File: src/rtl/budgeted_mip_upload_chunker_macros.svh
// Assertion macros used by the chunker RTL.
`ifndef BUDGETED_MIP_UPLOAD_CHUNKER_MACROS_SVH
`define BUDGETED_MIP_UPLOAD_CHUNKER_MACROS_SVH

// Same-cycle implication, disabled while reset is low.
`define BMUC_ASSERT_NOW(label, clk, rst_n, ante, cons, msg) \
    label: assert property (@(posedge clk) disable iff (!(rst_n)) (ante) |-> (cons)) \
        else $error(msg);

// Next-cycle implication, disabled while reset is low.
`define BMUC_ASSERT_NEXT(label, clk, rst_n, ante, cons, msg) \
    label: assert property (@(posedge clk) disable iff (!(rst_n)) (ante) |=> (cons)) \
        else $error(msg);

`endif

File: src/rtl/bmuc_pkg.sv
// Package for the mip upload chunker: stream widths and status codes.
`timescale 1ns / 1ps

package bmuc_pkg;

    // Stream widths
    localparam int IN_TDATA_W  = 40;
    localparam int IN_TUSER_W  = 1;
    localparam int OUT_TDATA_W = 104;
    localparam int OUT_TUSER_W = 3;
    localparam int OUT_PAD_W   = 2;

    // Fixed result field widths
    localparam int MIP_W   = 4;
    localparam int LB_W    = 12;
    localparam int LE_W    = 13;
    localparam int RW_W    = 13;
    localparam int BYTES_W = 28;
    localparam int TOTAL_W = 32;
    localparam int BPP_W   = 7;
    localparam int BASE_W  = 13;

    // Per-frame budget after reset
    localparam logic [31:0] RESET_BUDGET = 32'd65536;

    // Restoring divider: one quotient bit per cycle over a 32-bit dividend
    localparam int DIV_STEPS = 32;
    localparam int DIV_CNT_W = $clog2(DIV_STEPS);

    // Minimum width clamp used for the line weight
    localparam int MIN_LW_WIDTH = 4;

    // Input kinds
    typedef enum logic {
        KIND_FRAME  = 1'b0,
        KIND_UPLOAD = 1'b1
    } t_kind;

    // Result status codes
    typedef enum logic [1:0] {
        STATUS_MORE    = 2'd0,
        STATUS_DONE    = 2'd1,
        STATUS_BUDGET  = 2'd2,
        STATUS_CLEARED = 2'd3
    } t_status;

endpackage

File: src/rtl/budgeted_mip_upload_chunker.sv
// Top level of the budgeted mip upload chunker: sequencer, shared multiplier and divider.
// A frame-start item or an empty pass gives its result from the start state after acceptance.
// Each level that fits steps through dims, two multiplies through the shared multiplier, sum.
// The level that passes the budget adds a third multiply and the bit-serial divider.
// Throughput: one item at a time; ready again once its final result is in the output register.
// Reset: synchronous active low; budget 65536, frame total and resume point zero.
`timescale 1ns / 1ps

`include "budgeted_mip_upload_chunker_macros.svh"

module budgeted_mip_upload_chunker #(
    parameter int MAX_MIPS = 13,
    parameter int MAX_DIM  = 4096
) (
    input  logic                               i_clk,
    input  logic                               i_rst_n,
    // configuration: frame byte budget
    input  logic                               i_cfg_wen,
    input  logic [31:0]                        i_cfg_wdata,
    // input stream
    input  logic                               i_s_axis_tvalid,
    output logic                               o_s_axis_tready,
    // restart[0], base_width[13:1], base_height[26:14], mip_count[30:27],
    // bits_per_pixel[37:31], block_compressed[38], already_resident[39]
    input  logic [bmuc_pkg::IN_TDATA_W-1:0]    i_s_axis_tdata,
    // kind[0]
    input  logic [bmuc_pkg::IN_TUSER_W-1:0]    i_s_axis_tuser,
    // result stream
    output logic                               o_m_axis_tvalid,
    input  logic                               i_m_axis_tready,
    // mip_level[3:0], line_begin[15:4], line_end[28:16], rect_width[41:29],
    // bytes_charged[69:42], frame_total[101:70], zero pad[103:102]
    output logic [bmuc_pkg::OUT_TDATA_W-1:0]   o_m_axis_tdata,
    // rect_valid[0], status[2:1]
    output logic [bmuc_pkg::OUT_TUSER_W-1:0]   o_m_axis_tuser,
    output logic                               o_m_axis_tlast
);
    import bmuc_pkg::*;

    // Derived widths
    localparam int DW  = $clog2(MAX_DIM + 1);        // level width/height
    localparam int AW  = 2 * DW;                     // multiplier operand A
    localparam int BW  = (DW > BPP_W) ? DW : BPP_W;  // multiplier operand B
    localparam int PW  = AW + BW;                    // product
    localparam int WW  = 2 * DW + BPP_W;             // bits before the divide by 8
    localparam int WTW = WW - 3;                     // level weight in bytes
    localparam int SW  = ((WTW > 32) ? WTW : 32) + 1;
    localparam int LW  = DW + 4;                     // line weight in bytes

    typedef enum logic [3:0] {
        ST_IDLE,
        ST_START,
        ST_LEVEL,
        ST_MUL1,
        ST_MUL2,
        ST_SUM,
        ST_MUL3,
        ST_DIV,
        ST_FIN
    } t_state;

    // Base size clamp: zero counts as one, oversize counts as MAX_DIM
    function automatic logic [DW-1:0] clamp_base(input logic [BASE_W-1:0] b);
        if (b == '0) begin
            return DW'(1);
        end else if (32'(b) > MAX_DIM) begin
            return DW'(MAX_DIM);
        end else begin
            return DW'(b);
        end
    endfunction

    // Registers
    t_state                 r_state, n_state;
    logic [31:0]            r_budget, n_budget;
    logic [31:0]            r_frame_bytes, n_frame_bytes;
    logic [MIP_W-1:0]       r_resume_mip, n_resume_mip;
    logic [LB_W-1:0]        r_resume_line, n_resume_line;
    t_kind                  r_kind, n_kind;
    logic [DW-1:0]          r_base_w, n_base_w;
    logic [DW-1:0]          r_base_h, n_base_h;
    logic [MIP_W-1:0]       r_count, n_count;
    logic [BPP_W-1:0]       r_bpp, n_bpp;
    logic                   r_bc, n_bc;
    logic                   r_res, n_res;
    logic [MIP_W-1:0]       r_m, n_m;
    logic [DW-1:0]          r_w, n_w;
    logic [DW-1:0]          r_h, n_h;
    logic [DW-1:0]          r_line, n_line;
    logic [PW-1:0]          r_prod, n_prod;
    logic [WTW-1:0]         r_weight, n_weight;
    logic [31:0]            r_left, n_left;
    logic [LW-1:0]          r_lw, n_lw;
    logic [LW-1:0]          r_rem, n_rem;
    logic [31:0]            r_dq, n_dq;
    logic [DIV_CNT_W-1:0]   r_cnt, n_cnt;
    logic                   r_out_valid, n_out_valid;
    logic [OUT_TDATA_W-1:0] r_out_data, n_out_data;
    logic [OUT_TUSER_W-1:0] r_out_user, n_out_user;
    logic                   r_out_last, n_out_last;

    // Input fields
    logic                   in_restart;
    logic [BASE_W-1:0]      in_base_w;
    logic [BASE_W-1:0]      in_base_h;
    logic [MIP_W-1:0]       in_mip_count;
    logic [BPP_W-1:0]       in_bpp;
    logic                   in_bc;
    logic                   in_res;
    t_kind                  in_kind;

    // Shared multiplier
    logic [AW-1:0]          mul_a;
    logic [BW-1:0]          mul_b;
    logic [PW-1:0]          mul_p;

    // Datapath helpers
    logic                   can_emit;
    logic [DW-1:0]          lvl_w, lvl_h;
    logic [WTW-1:0]         weight;
    logic [SW-1:0]          sum;
    logic                   over;
    logic [31:0]            sat_total;
    logic [DW-1:0]          w4;
    logic [LW-1:0]          mul_lw;
    logic [LW:0]            trial;
    logic                   div_ge;
    logic [29:0]            nbq;
    logic [31:0]            nb;
    logic [32:0]            line_sum;
    logic [DW-1:0]          fin_lend;
    logic                   lvl_last;

    // Result being emitted
    logic                   emit;
    logic                   e_rect;
    logic [MIP_W-1:0]       e_mip;
    logic [LB_W-1:0]        e_lb;
    logic [LE_W-1:0]        e_le;
    logic [RW_W-1:0]        e_w;
    logic [BYTES_W-1:0]     e_bytes;
    logic [TOTAL_W-1:0]     e_total;
    t_status                e_status;
    logic                   e_last;

    // Unpack the input transfer
    assign in_restart   = i_s_axis_tdata[0];
    assign in_base_w    = i_s_axis_tdata[13:1];
    assign in_base_h    = i_s_axis_tdata[26:14];
    assign in_mip_count = i_s_axis_tdata[30:27];
    assign in_bpp       = i_s_axis_tdata[37:31];
    assign in_bc        = i_s_axis_tdata[38];
    assign in_res       = i_s_axis_tdata[39];
    assign in_kind      = t_kind'(i_s_axis_tuser[0]);

    assign o_s_axis_tready = (r_state == ST_IDLE);
    assign o_m_axis_tvalid = r_out_valid;
    assign o_m_axis_tdata  = r_out_data;
    assign o_m_axis_tuser  = r_out_user;
    assign o_m_axis_tlast  = r_out_last;

    // Output register free this cycle
    assign can_emit = !r_out_valid || i_m_axis_tready;

    // Level dimensions: halve per level, minimum one
    always_comb begin
        lvl_w = r_base_w >> r_m;
        lvl_h = r_base_h >> r_m;
        if (lvl_w == '0) begin
            lvl_w = DW'(1);
        end
        if (lvl_h == '0) begin
            lvl_h = DW'(1);
        end
    end

    // Shared multiplier operand select
    assign w4 = (r_w > DW'(MIN_LW_WIDTH)) ? r_w : DW'(MIN_LW_WIDTH);
    always_comb begin
        unique case (r_state)
            ST_MUL1: begin
                mul_a = AW'(r_h - r_line);
                mul_b = BW'(r_w);
            end
            ST_MUL2: begin
                mul_a = r_prod[AW-1:0];
                mul_b = BW'(r_bpp);
            end
            ST_MUL3: begin
                mul_a = AW'(w4);
                mul_b = BW'(r_bpp);
            end
            default: begin
                mul_a = '0;
                mul_b = '0;
            end
        endcase
    end
    assign mul_p  = PW'(mul_a) * PW'(mul_b);
    assign mul_lw = mul_p[LW+2:3];

    // Budget charge for the current level
    assign weight    = r_prod[WW-1:3];
    assign sum       = SW'(r_frame_bytes) + SW'(weight);
    assign over      = sum > SW'(r_budget);
    assign sat_total = (sum > SW'(32'hFFFF_FFFF)) ? 32'hFFFF_FFFF : sum[31:0];
    assign lvl_last  = (r_m + MIP_W'(1)) >= r_count;

    // Divider step: shift in one dividend bit, subtract when it fits
    assign trial  = {r_rem, r_dq[31]};
    assign div_ge = trial >= {1'b0, r_lw};

    // Block end: multiple of four lines, at least four, clipped to the height
    assign nbq      = r_dq[31:2];
    assign nb       = {((nbq == '0) ? 30'd1 : nbq), 2'b00};
    assign line_sum = 33'(r_line) + 33'(nb);
    always_comb begin
        if (r_lw == '0) begin
            fin_lend = r_h;
        end else if (line_sum < 33'(r_h)) begin
            fin_lend = DW'(line_sum);
        end else begin
            fin_lend = r_h;
        end
    end

    // Sequencer next state
    always_comb begin
        n_state       = r_state;
        n_budget      = r_budget;
        n_frame_bytes = r_frame_bytes;
        n_resume_mip  = r_resume_mip;
        n_resume_line = r_resume_line;
        n_kind        = r_kind;
        n_base_w      = r_base_w;
        n_base_h      = r_base_h;
        n_count       = r_count;
        n_bpp         = r_bpp;
        n_bc          = r_bc;
        n_res         = r_res;
        n_m           = r_m;
        n_w           = r_w;
        n_h           = r_h;
        n_line        = r_line;
        n_prod        = r_prod;
        n_weight      = r_weight;
        n_left        = r_left;
        n_lw          = r_lw;
        n_rem         = r_rem;
        n_dq          = r_dq;
        n_cnt         = r_cnt;
        emit          = 1'b0;
        e_rect        = 1'b0;
        e_mip         = '0;
        e_lb          = '0;
        e_le          = '0;
        e_w           = '0;
        e_bytes       = '0;
        e_total       = '0;
        e_status      = STATUS_MORE;
        e_last        = 1'b0;

        if (i_cfg_wen) begin
            n_budget = i_cfg_wdata;
        end

        unique case (r_state)
            ST_IDLE: begin
                if (i_s_axis_tvalid) begin
                    n_kind   = in_kind;
                    n_base_w = clamp_base(in_base_w);
                    n_base_h = clamp_base(in_base_h);
                    n_count  = (32'(in_mip_count) > MAX_MIPS) ? MIP_W'(MAX_MIPS)
                                                               : in_mip_count;
                    n_bpp    = in_bpp;
                    n_bc     = in_bc;
                    n_res    = in_res;
                    if (in_kind == KIND_UPLOAD && in_restart) begin
                        n_resume_mip  = '0;
                        n_resume_line = '0;
                    end
                    n_state = ST_START;
                end
            end
            ST_START: begin
                if (r_kind == KIND_FRAME) begin
                    // frame start clears the running total
                    if (can_emit) begin
                        emit          = 1'b1;
                        e_status      = STATUS_CLEARED;
                        e_last        = 1'b1;
                        n_frame_bytes = '0;
                        n_state       = ST_IDLE;
                    end
                end else if (r_resume_mip == '0 && r_resume_line == '0 &&
                             (!(r_count > MIP_W'(1) && r_bc) || r_res)) begin
                    // texture with nothing to upload
                    if (can_emit) begin
                        emit     = 1'b1;
                        e_total  = r_frame_bytes;
                        e_status = STATUS_DONE;
                        e_last   = 1'b1;
                        n_state  = ST_IDLE;
                    end
                end else begin
                    n_m     = r_resume_mip;
                    n_state = ST_LEVEL;
                end
            end
            ST_LEVEL: begin
                if (r_m >= r_count) begin
                    // chain already finished
                    if (can_emit) begin
                        emit     = 1'b1;
                        e_total  = r_frame_bytes;
                        e_status = STATUS_DONE;
                        e_last   = 1'b1;
                        n_state  = ST_IDLE;
                    end
                end else begin
                    n_w     = lvl_w;
                    n_h     = lvl_h;
                    n_line  = (32'(r_resume_line) < 32'(lvl_h)) ? DW'(r_resume_line) : '0;
                    n_state = ST_MUL1;
                end
            end
            ST_MUL1: begin
                n_prod  = mul_p;
                n_state = ST_MUL2;
            end
            ST_MUL2: begin
                n_prod  = mul_p;
                n_state = ST_SUM;
            end
            ST_SUM: begin
                if (!over) begin
                    // whole rest of the level fits
                    if (can_emit) begin
                        emit          = 1'b1;
                        e_rect        = 1'b1;
                        e_mip         = r_m;
                        e_lb          = LB_W'(r_line);
                        e_le          = LE_W'(r_h);
                        e_w           = RW_W'(r_w);
                        e_bytes       = BYTES_W'(weight);
                        e_total       = sat_total;
                        e_status      = lvl_last ? STATUS_DONE : STATUS_MORE;
                        e_last        = lvl_last;
                        n_frame_bytes = sat_total;
                        n_resume_line = '0;
                        n_resume_mip  = r_m + MIP_W'(1);
                        n_m           = r_m + MIP_W'(1);
                        n_state       = lvl_last ? ST_IDLE : ST_LEVEL;
                    end
                end else begin
                    // budget passes here: size a block from what was left
                    n_left        = (r_budget > r_frame_bytes) ? (r_budget - r_frame_bytes)
                                                               : 32'd0;
                    n_frame_bytes = sat_total;
                    n_weight      = weight;
                    n_state       = ST_MUL3;
                end
            end
            ST_MUL3: begin
                n_lw    = mul_lw;
                n_rem   = '0;
                n_dq    = r_left;
                n_cnt   = '0;
                n_state = (mul_lw == '0) ? ST_FIN : ST_DIV;
            end
            ST_DIV: begin
                n_rem = div_ge ? LW'(trial - {1'b0, r_lw}) : LW'(trial);
                n_dq  = {r_dq[30:0], div_ge};
                n_cnt = r_cnt + DIV_CNT_W'(1);
                if (r_cnt == DIV_CNT_W'(DIV_STEPS - 1)) begin
                    n_state = ST_FIN;
                end
            end
            ST_FIN: begin
                if (can_emit) begin
                    emit     = 1'b1;
                    e_rect   = 1'b1;
                    e_mip    = r_m;
                    e_lb     = LB_W'(r_line);
                    e_le     = LE_W'(fin_lend);
                    e_w      = RW_W'(r_w);
                    e_bytes  = BYTES_W'(r_weight);
                    e_total  = r_frame_bytes;
                    e_status = STATUS_BUDGET;
                    e_last   = 1'b1;
                    if (fin_lend == r_h) begin
                        n_resume_line = '0;
                        n_resume_mip  = r_m + MIP_W'(1);
                    end else begin
                        n_resume_line = LB_W'(fin_lend);
                        n_resume_mip  = r_m;
                    end
                    n_state = ST_IDLE;
                end
            end
            default: begin
                n_state = ST_IDLE;
            end
        endcase

        // Output register: load on emit, drop once taken
        if (emit) begin
            n_out_valid = 1'b1;
        end else if (i_m_axis_tready) begin
            n_out_valid = 1'b0;
        end else begin
            n_out_valid = r_out_valid;
        end
        n_out_data = emit ? {{OUT_PAD_W{1'b0}}, e_total, e_bytes, e_w, e_le, e_lb, e_mip}
                          : r_out_data;
        n_out_user = emit ? {e_status, e_rect} : r_out_user;
        n_out_last = emit ? e_last : r_out_last;
    end

    // State and registered outputs
    always_ff @(posedge i_clk) begin
        if (!i_rst_n) begin
            r_state       <= ST_IDLE;
            r_budget      <= RESET_BUDGET;
            r_frame_bytes <= '0;
            r_resume_mip  <= '0;
            r_resume_line <= '0;
            r_out_valid   <= 1'b0;
        end else begin
            r_state       <= n_state;
            r_budget      <= n_budget;
            r_frame_bytes <= n_frame_bytes;
            r_resume_mip  <= n_resume_mip;
            r_resume_line <= n_resume_line;
            r_out_valid   <= n_out_valid;
        end
        r_kind     <= n_kind;
        r_base_w   <= n_base_w;
        r_base_h   <= n_base_h;
        r_count    <= n_count;
        r_bpp      <= n_bpp;
        r_bc       <= n_bc;
        r_res      <= n_res;
        r_m        <= n_m;
        r_w        <= n_w;
        r_h        <= n_h;
        r_line     <= n_line;
        r_prod     <= n_prod;
        r_weight   <= n_weight;
        r_left     <= n_left;
        r_lw       <= n_lw;
        r_rem      <= n_rem;
        r_dq       <= n_dq;
        r_cnt      <= n_cnt;
        r_out_data <= n_out_data;
        r_out_user <= n_out_user;
        r_out_last <= n_out_last;
    end

    // Checks
    `BMUC_ASSERT_NEXT(a_busy_after_accept, i_clk, i_rst_n, i_s_axis_tvalid && o_s_axis_tready, !o_s_axis_tready, "input taken again right after a transfer")
    `BMUC_ASSERT_NOW(a_budget_ends_pass, i_clk, i_rst_n, o_m_axis_tvalid && (o_m_axis_tuser[2:1] == STATUS_BUDGET), o_m_axis_tlast, "budget result not marked last")
    `BMUC_ASSERT_NOW(a_div_nonzero, i_clk, i_rst_n, r_state == ST_DIV, r_lw != '0, "divider running with zero line weight")
    `BMUC_ASSERT_NEXT(a_frame_clear, i_clk, i_rst_n, emit && (e_status == STATUS_CLEARED), r_frame_bytes == '0, "frame total not cleared")

endmodule
File: config.mk
export PLATFORM = sky130hd
export DESIGN_NAME = budgeted_mip_upload_chunker
export DESIGN_NICKNAME = d
export VERILOG_FILES = /design/src/rtl/bmuc_pkg.sv /design/src/rtl/budgeted_mip_upload_chunker.sv
export VERILOG_INCLUDE_DIRS = /design/src /design/src/rtl
export SDC_FILE = /design/constraint.sdc
export NUM_CORES = 2
export LEC_CHECK = 0
export CORE_ASPECT_RATIO = 1.25
export CORE_UTILIZATION = 66
export DETAILED_ROUTE_END_ITERATION = 7
export DONT_BUFFER_PORTS = 1
export PLACE_DENSITY = 0.82
export SLEW_MARGIN = 20
export SYNTH_ARGS = -nofsm -noshare
export SYNTH_HDL_FRONTEND = slang
export SYNTH_SLANG_ARGS = --single-unit
File: constraint.sdc
create_clock -name i_clk -period 10.33 [get_ports i_clk]
set_clock_uncertainty 0.2 [all_clocks]
set_input_delay 0 -clock i_clk [delete_from_list [all_inputs] [get_ports i_clk]]
set_output_delay 0 -clock i_clk [all_outputs]
set_load 0.02 [all_outputs]
# Word-level counts from Yosys, hierarchy flattened
# Cells that the tools add are included.
[op_classes]
addsub = 7
mul = 1
order_cmp = 13
eq_ne = 21
shifts = 2
muxes = 93
bitwise_logic = 1
n_reduce_logical = 33
[ops]
columns = ["operator", "count"]
rows = [
  ["2-to-1 mux 32 bit", 11],
  ["2-to-1 mux 13 bit", 11],
  ["case mux 32 bit (2 select lines)", 2],
  ["case mux 32 bit (4 select lines)", 1],
  ["2-to-1 mux 12 bit", 8],
  ["2-to-1 mux 28 bit", 3],
  ["case mux 13 bit (2 select lines)", 3],
  ["case mux 26 bit (3 select lines)", 1],
  ["2-to-1 mux 4 bit", 19],
  ["case mux 28 bit (2 select lines)", 1],
  ["zero test 13 bit", 4],
  ["case mux 12 bit (3 select lines)", 1],
  ["case mux 4 bit (9 select lines)", 1],
  ["zero test 17 bit", 2],
  ["case mux 17 bit (2 select lines)", 1],
  ["adder 13 x 32 -> 33 bit", 1],
  ["adder 32 x 30 -> 33 bit", 1],
  ["greater-than comparator 33 x 32 -> 1 bit", 1],
  ["greater-than comparator 33 x 32 -> 1 bit (second input constant)", 1],
  ["< comparator 33 x 13 -> 1 bit", 1],
  ["multiplier 26 x 13 -> 33 bit", 1],
  ["greater-than comparator 32 bit", 1],
  ["subtractor 32 bit", 1],
  ["zero test 30 bit", 1],
  ["46 further kinds", 93],
]
[word_totals]
reg_bits = 438
input_bits = 78
out_inout_bits = 110
wordCells = 201

# Logic depth before layout (Yosys ltp)
[logic_depth]
word_depth = 10
ltp_mapped = 34
depth_no_buf = 33

# Least setup slack after synthesis
# Ideal clock, no wire load.
[synth_timing]
path_kind = "register -> register"
from = "reg r_h[0]"
to = "reg r_state[0]"
setup_ns = 0.129
arrival_ns = 7.942
required_time_ns = 10.001
setup_slack_ns = 2.059
path_stages_with_launch = 33
path_buffers = 0
period_less_slack_ns = 8.271
path_cell_list = "edfxtp_1 -> inv_1 -> ha_1 -> fa_1 -> nor2b_1 -> o21ai_0 -> a21boi_0 -> o21ai_0 -> a21boi_0 -> o21a_1 -> o211a_1 -> nor4_1 -> o31ai_1 -> and2_1 -> fa_1 -> inv_1 -> fa_1 -> inv_1 -> fa_1 -> fa_1 -> inv_1 -> fa_1 -> inv_1 -> ha_1 -> a21o_1 -> or4_1 -> a31oi_1 -> nor3_1 -> xor2_1 -> or4_1 -> or4b_4 -> a21oi_1 -> o22ai_1"
[synth_between]
elab_chain_len = 6
[synth_lines]
columns = ["element", "line", "source"]
rows = [
  ["start, declared", "budgeted_mip_upload_chunker.sv:88", "logic [DW-1:0] r_h, n_h;"],
  ["start signal, assigned", "budgeted_mip_upload_chunker.sv:446", "r_h <= n_h;"],
  ["subtractor 13 x 13 -> 14 bit", "budgeted_mip_upload_chunker.sv:182", "mul_a = AW'(r_h - r_line);"],
  ["case mux 26 bit (3 select lines)", "budgeted_mip_upload_chunker.sv:180", "unique case (r_state)"],
  ["multiplier 26 x 13 -> 33 bit", "budgeted_mip_upload_chunker.sv:199", "assign mul_p = PW'(mul_a) * PW'(mul_b);"],
  ["via mul_p[16]", "budgeted_mip_upload_chunker.sv:115", "logic [PW-1:0] mul_p;"],
  ["zero test 17 bit", "budgeted_mip_upload_chunker.sv:369", "n_state = (mul_lw == '0) ? ST_FIN : ST_DIV;"],
  ["2-to-1 mux 4 bit", "budgeted_mip_upload_chunker.sv:369", ""],
  ["case mux 4 bit (9 select lines)", "budgeted_mip_upload_chunker.sv:267", "unique case (r_state)"],
  ["end signal, assigned", "budgeted_mip_upload_chunker.sv:430", "r_state <= n_state;"],
  ["end, declared", "budgeted_mip_upload_chunker.sv:74", "t_state r_state, n_state;"],
]
# The timed path passes the listed nets, and every way through them passes these cells.
# A chain may end at the register's enable or synchronous reset.

# Worst setup path in the final report
[layout_timing]
from = "reg r_h[0]"
to = "reg r_state[3]"
# Same word-level chain as after synthesis.

==> results.py <==
metrics = {
    "yosys": {
        "synth_edf_count": 352,
        "ys.flop_type": "edfxtp_1",
        "synth_most_common_cell": "nand2_1",
        "syn-cell-area_sq_um": 35000,
        "yosysTopAreaCell": "edfxtp_1",
        "avgSynthCellArea_sq_um": 9.70,
        "synth_cells": 3608,
        "ys_ff_latch": 437,
        "seq_area_frac_synth": 0.351,
        "yosysWarningCount": 0,
        "synthArstFlopShare": 0,
        "synth_area_leaders": "edfxtp_1 (30%), fa_1 (15%), ha_1 (8.2%)",
        "synthDistinctLibCells": 90,
        "synth_common_cells": "nand2_1 (423), inv_1 (399), edfxtp_1 (352)",
        "synth_top_area_frac": 0.302,
    },
    "setup_path": {
        "cp.depth": 32,
        "startpoint": "r_h[0]",
        "crit_required_ps": 10660,
        "arrival_ps": 10090,
        "critPathBufInv": 6,
        "slowest_stage": "or4b_4",
        "r2r_setup_slack_ps": 570,
        "r2r-start": "r_h[0]",
        "cp-start-kind": "register",
        "reg2reg_to": "r_state[3]",
        "endpoint_kind": "register",
        "setup.worst_path.class": "reg -> reg",
        "cp-endpoint": "r_state[3]",
        "crit_path_max_incr_delay_ps": 560,
        "reg2reg_depth": 32,
        "crit_path_frequent_cell": "fa_1",
        "cp_max_fo": 12,
        "crit_family": "adder cells",
    },
    "die": {
        "core_sq_um": 52500,
        "rows": 94,
        "num_io_pins": 188,
        "die-area_sq_um": 54000,
        "die_height_um": 259,
        "fp.dieW_um": 208,
        "initial_core_util": 0.667,
    },
    "detailed_routing": {
        "drt_pass1_iterations": 8,
        "viasPerCell": 6.68,
        "drt_first_iter_violations": 3101,
        "antenna_left": 0,
        "route.detailed.drc": 1,
        "vias": 29500,
        "routed_wl_um": 112000,
        "avgRoutedWirePerCell_um": 25.5,
    },
    "sta": {
        "rsz0062_at_grt": "false",
        "post-route-min-period_ps": 9760,
        "hold_violations": 0,
        "worst_slew_pin_slew_ps": 1250,
        "fin_tns_setup_ps": 0,
        "max_freq_mhz": 102,
        "finalMaxSlewViolations": 0,
        "setup_violations": 0,
        "fin_crit_sh": 0.945,
        "relSlewSlack": 0.169,
    },
    "clocking": {
        "h-tree-depth": 2,
        "cts_buffers": 44,
        "cts_tree": "yes",
        "clock_path_buffers": 3,
        "path_clk_slew_ps": 60,
        "cts_root_buf": "clkbuf_16",
        "clkLatencyLatePin_ps": 600,
        "clkSinkCount": 437,
    },
    "placed_design": {
        "place_area_sq_um": 35600,
        "port_buffers": 0,
        "dpl.hpwl_um": 83300,
        "place_congestion": 1.03,
    },
    "global_routing": {
        "grt_first_pass_wirelength_um": 170000,
        "grt_pass1_vias": 29400,
        "overflow": 0,
        "grt_usage": 0.416,
        "grt_max_degree": 107,
        "antenna_found_initial": 12,
    },
    "run": {
        "cap_violations": 0,
    },
    "layout": {
        "regArea_sq_um": 12300,
        "layout-drive-gt1-share": 0.0477,
        "synthToLayoutAreaGrowth_pct": 10.6,
        "fillers": 3718,
        "fin_area_sq_um": 38700,
        "final_nets": 4257,
        "multi_input_area_sq_um": 20700,
    },
    "power_and_ir_drop": {
        "p_per_area_nw_per_um2": 106,
        "total_power_uw": 4100,
        "p_leak_uw": 0.0164,
        "ir_worst_vdd_v": 0.000162,
    },
    "outcome": {
        "status": "complete, but fails checks",
        "violations": "design-rule violations",
    },
    "worst_hold_path": {
        "worstHoldPathType": "in -> reg",
    },
}
[how the worst min path moves through the flow]
stage | startpoint | depth (start not counted) | end
after floorplan | i_s_axis_tdata[38] | 0 | r_bc
after global placement | i_s_axis_tdata[34] | 0 | r_bpp[3]
after detailed placement | i_s_axis_tdata[35] | 0 | r_bpp[4]
after CTS | i_s_axis_tdata[21] | 2 | r_base_h[7]
after global routing | i_s_axis_tdata[12] | 2 | r_base_w[11]
final | i_s_axis_tdata[12] | 2 | r_base_w[11]
[report_power, final]
group,leakage [uW],total [uW],internal [uW],switching [uW]
sequential,0.00390,2040,1960,80.3
clock,0.000707,1670,944,723
combinational,0.0118,394,158,236
total,0.0164,4100,3060,1040
[cells by family (layout without fill, tap and decap cells)]
family	count (synthesis)	count (layout)	synth area share
other	1	13	0.000107
AND/OR/NAND/NOR	1179	1179	0.155
multiplexers	85	85	0.0291
flip-flops	437	437	0.351
adder cells (fa/ha/maj)	485	485	0.228
AO/OA/AOI/OAI	736	736	0.144
buffers and inverters	567	686	0.0612
XOR/XNOR	118	118	0.0307
[routing by layer]
layer | vias to the layer above | GRT usage | wire length, um | part of all wire
met4 | 0 | 0.263 | 8170 | 0.073
met1 | 14400 | 0.497 | 40000 | 0.36
li1 | 12800 | - | - | -
met2 | 1816 | 0.698 | 53800 | 0.48
met5 | - | 0 | 0 | 0
met3 | 486 | 0.0772 | 10300 | 0.092
[registers in the layout (all words and copies together), names as in the netlist, 17 cells and up]
name	flops
r_lw	17
r_dq	32
r_left	32
r_budget	32
r_frame_bytes	32
r_weight	28
r_prod	33
o_m_axis_tdata	102
r_rem	17
[cells in the final DEF (no fill, tap or decap), drive strengths merged, types with 60 or more instances in the layout]
cell type    count
nor3            72
dfxtp           85
o21ai          124
nor2           327
mux2i           68
ha             229
edfxtp         352
a21oi          159
a21o            81
nand2          423
inv            403
xnor2           70
a22o            60
fa             256
dlygate4sd3    156
[layout make-up]
| class | count | area share |
|---|---|---|
| Antenna cell | 11 | 0.000711 |
| Clock buffer | 56 | 0.0307 |
| Clock inverter | 24 | 0.00692 |
| Inverter | 402 | 0.0390 |
| Multi-Input combinational cell | 2605 | 0.534 |
| Sequential cell | 437 | 0.317 |
| Tap cell | 672 | 0.0217 |
| Timing Repair Buffer | 204 | 0.0499 |
[stage by stage]
stage,setup slack (ps),hold slack [ps],utilization,std cells
global route,58.1,1.77,0.738,4410
global placement,1250,-101,0.679,4163
finish,572,0.391,0.738,4411
floorplan,2060,-101,-,3609
CTS,438,8.73,0.737,4399
detailed placement,986,-101,0.679,4163
[repair_timing]
item	CTS	global route
gates resized for setup	0	3
endpoints found under the hold margin	133	0
endpoints found under the setup margin	0	1
buffers inserted	0	0
hold buffers	156	0
[worst reg2reg max path: cells and delay by family, from the launching register on]
family | cells | cell delay (ps)
fa+ha+maj | 8 | 3470
simple gates | 7 | 2320
compound gates | 10 | 2260
buf+inv | 6 | 860
flops | 1 | 410
xor+xnor | 1 | 210
(Power assumes the default switching activity.)
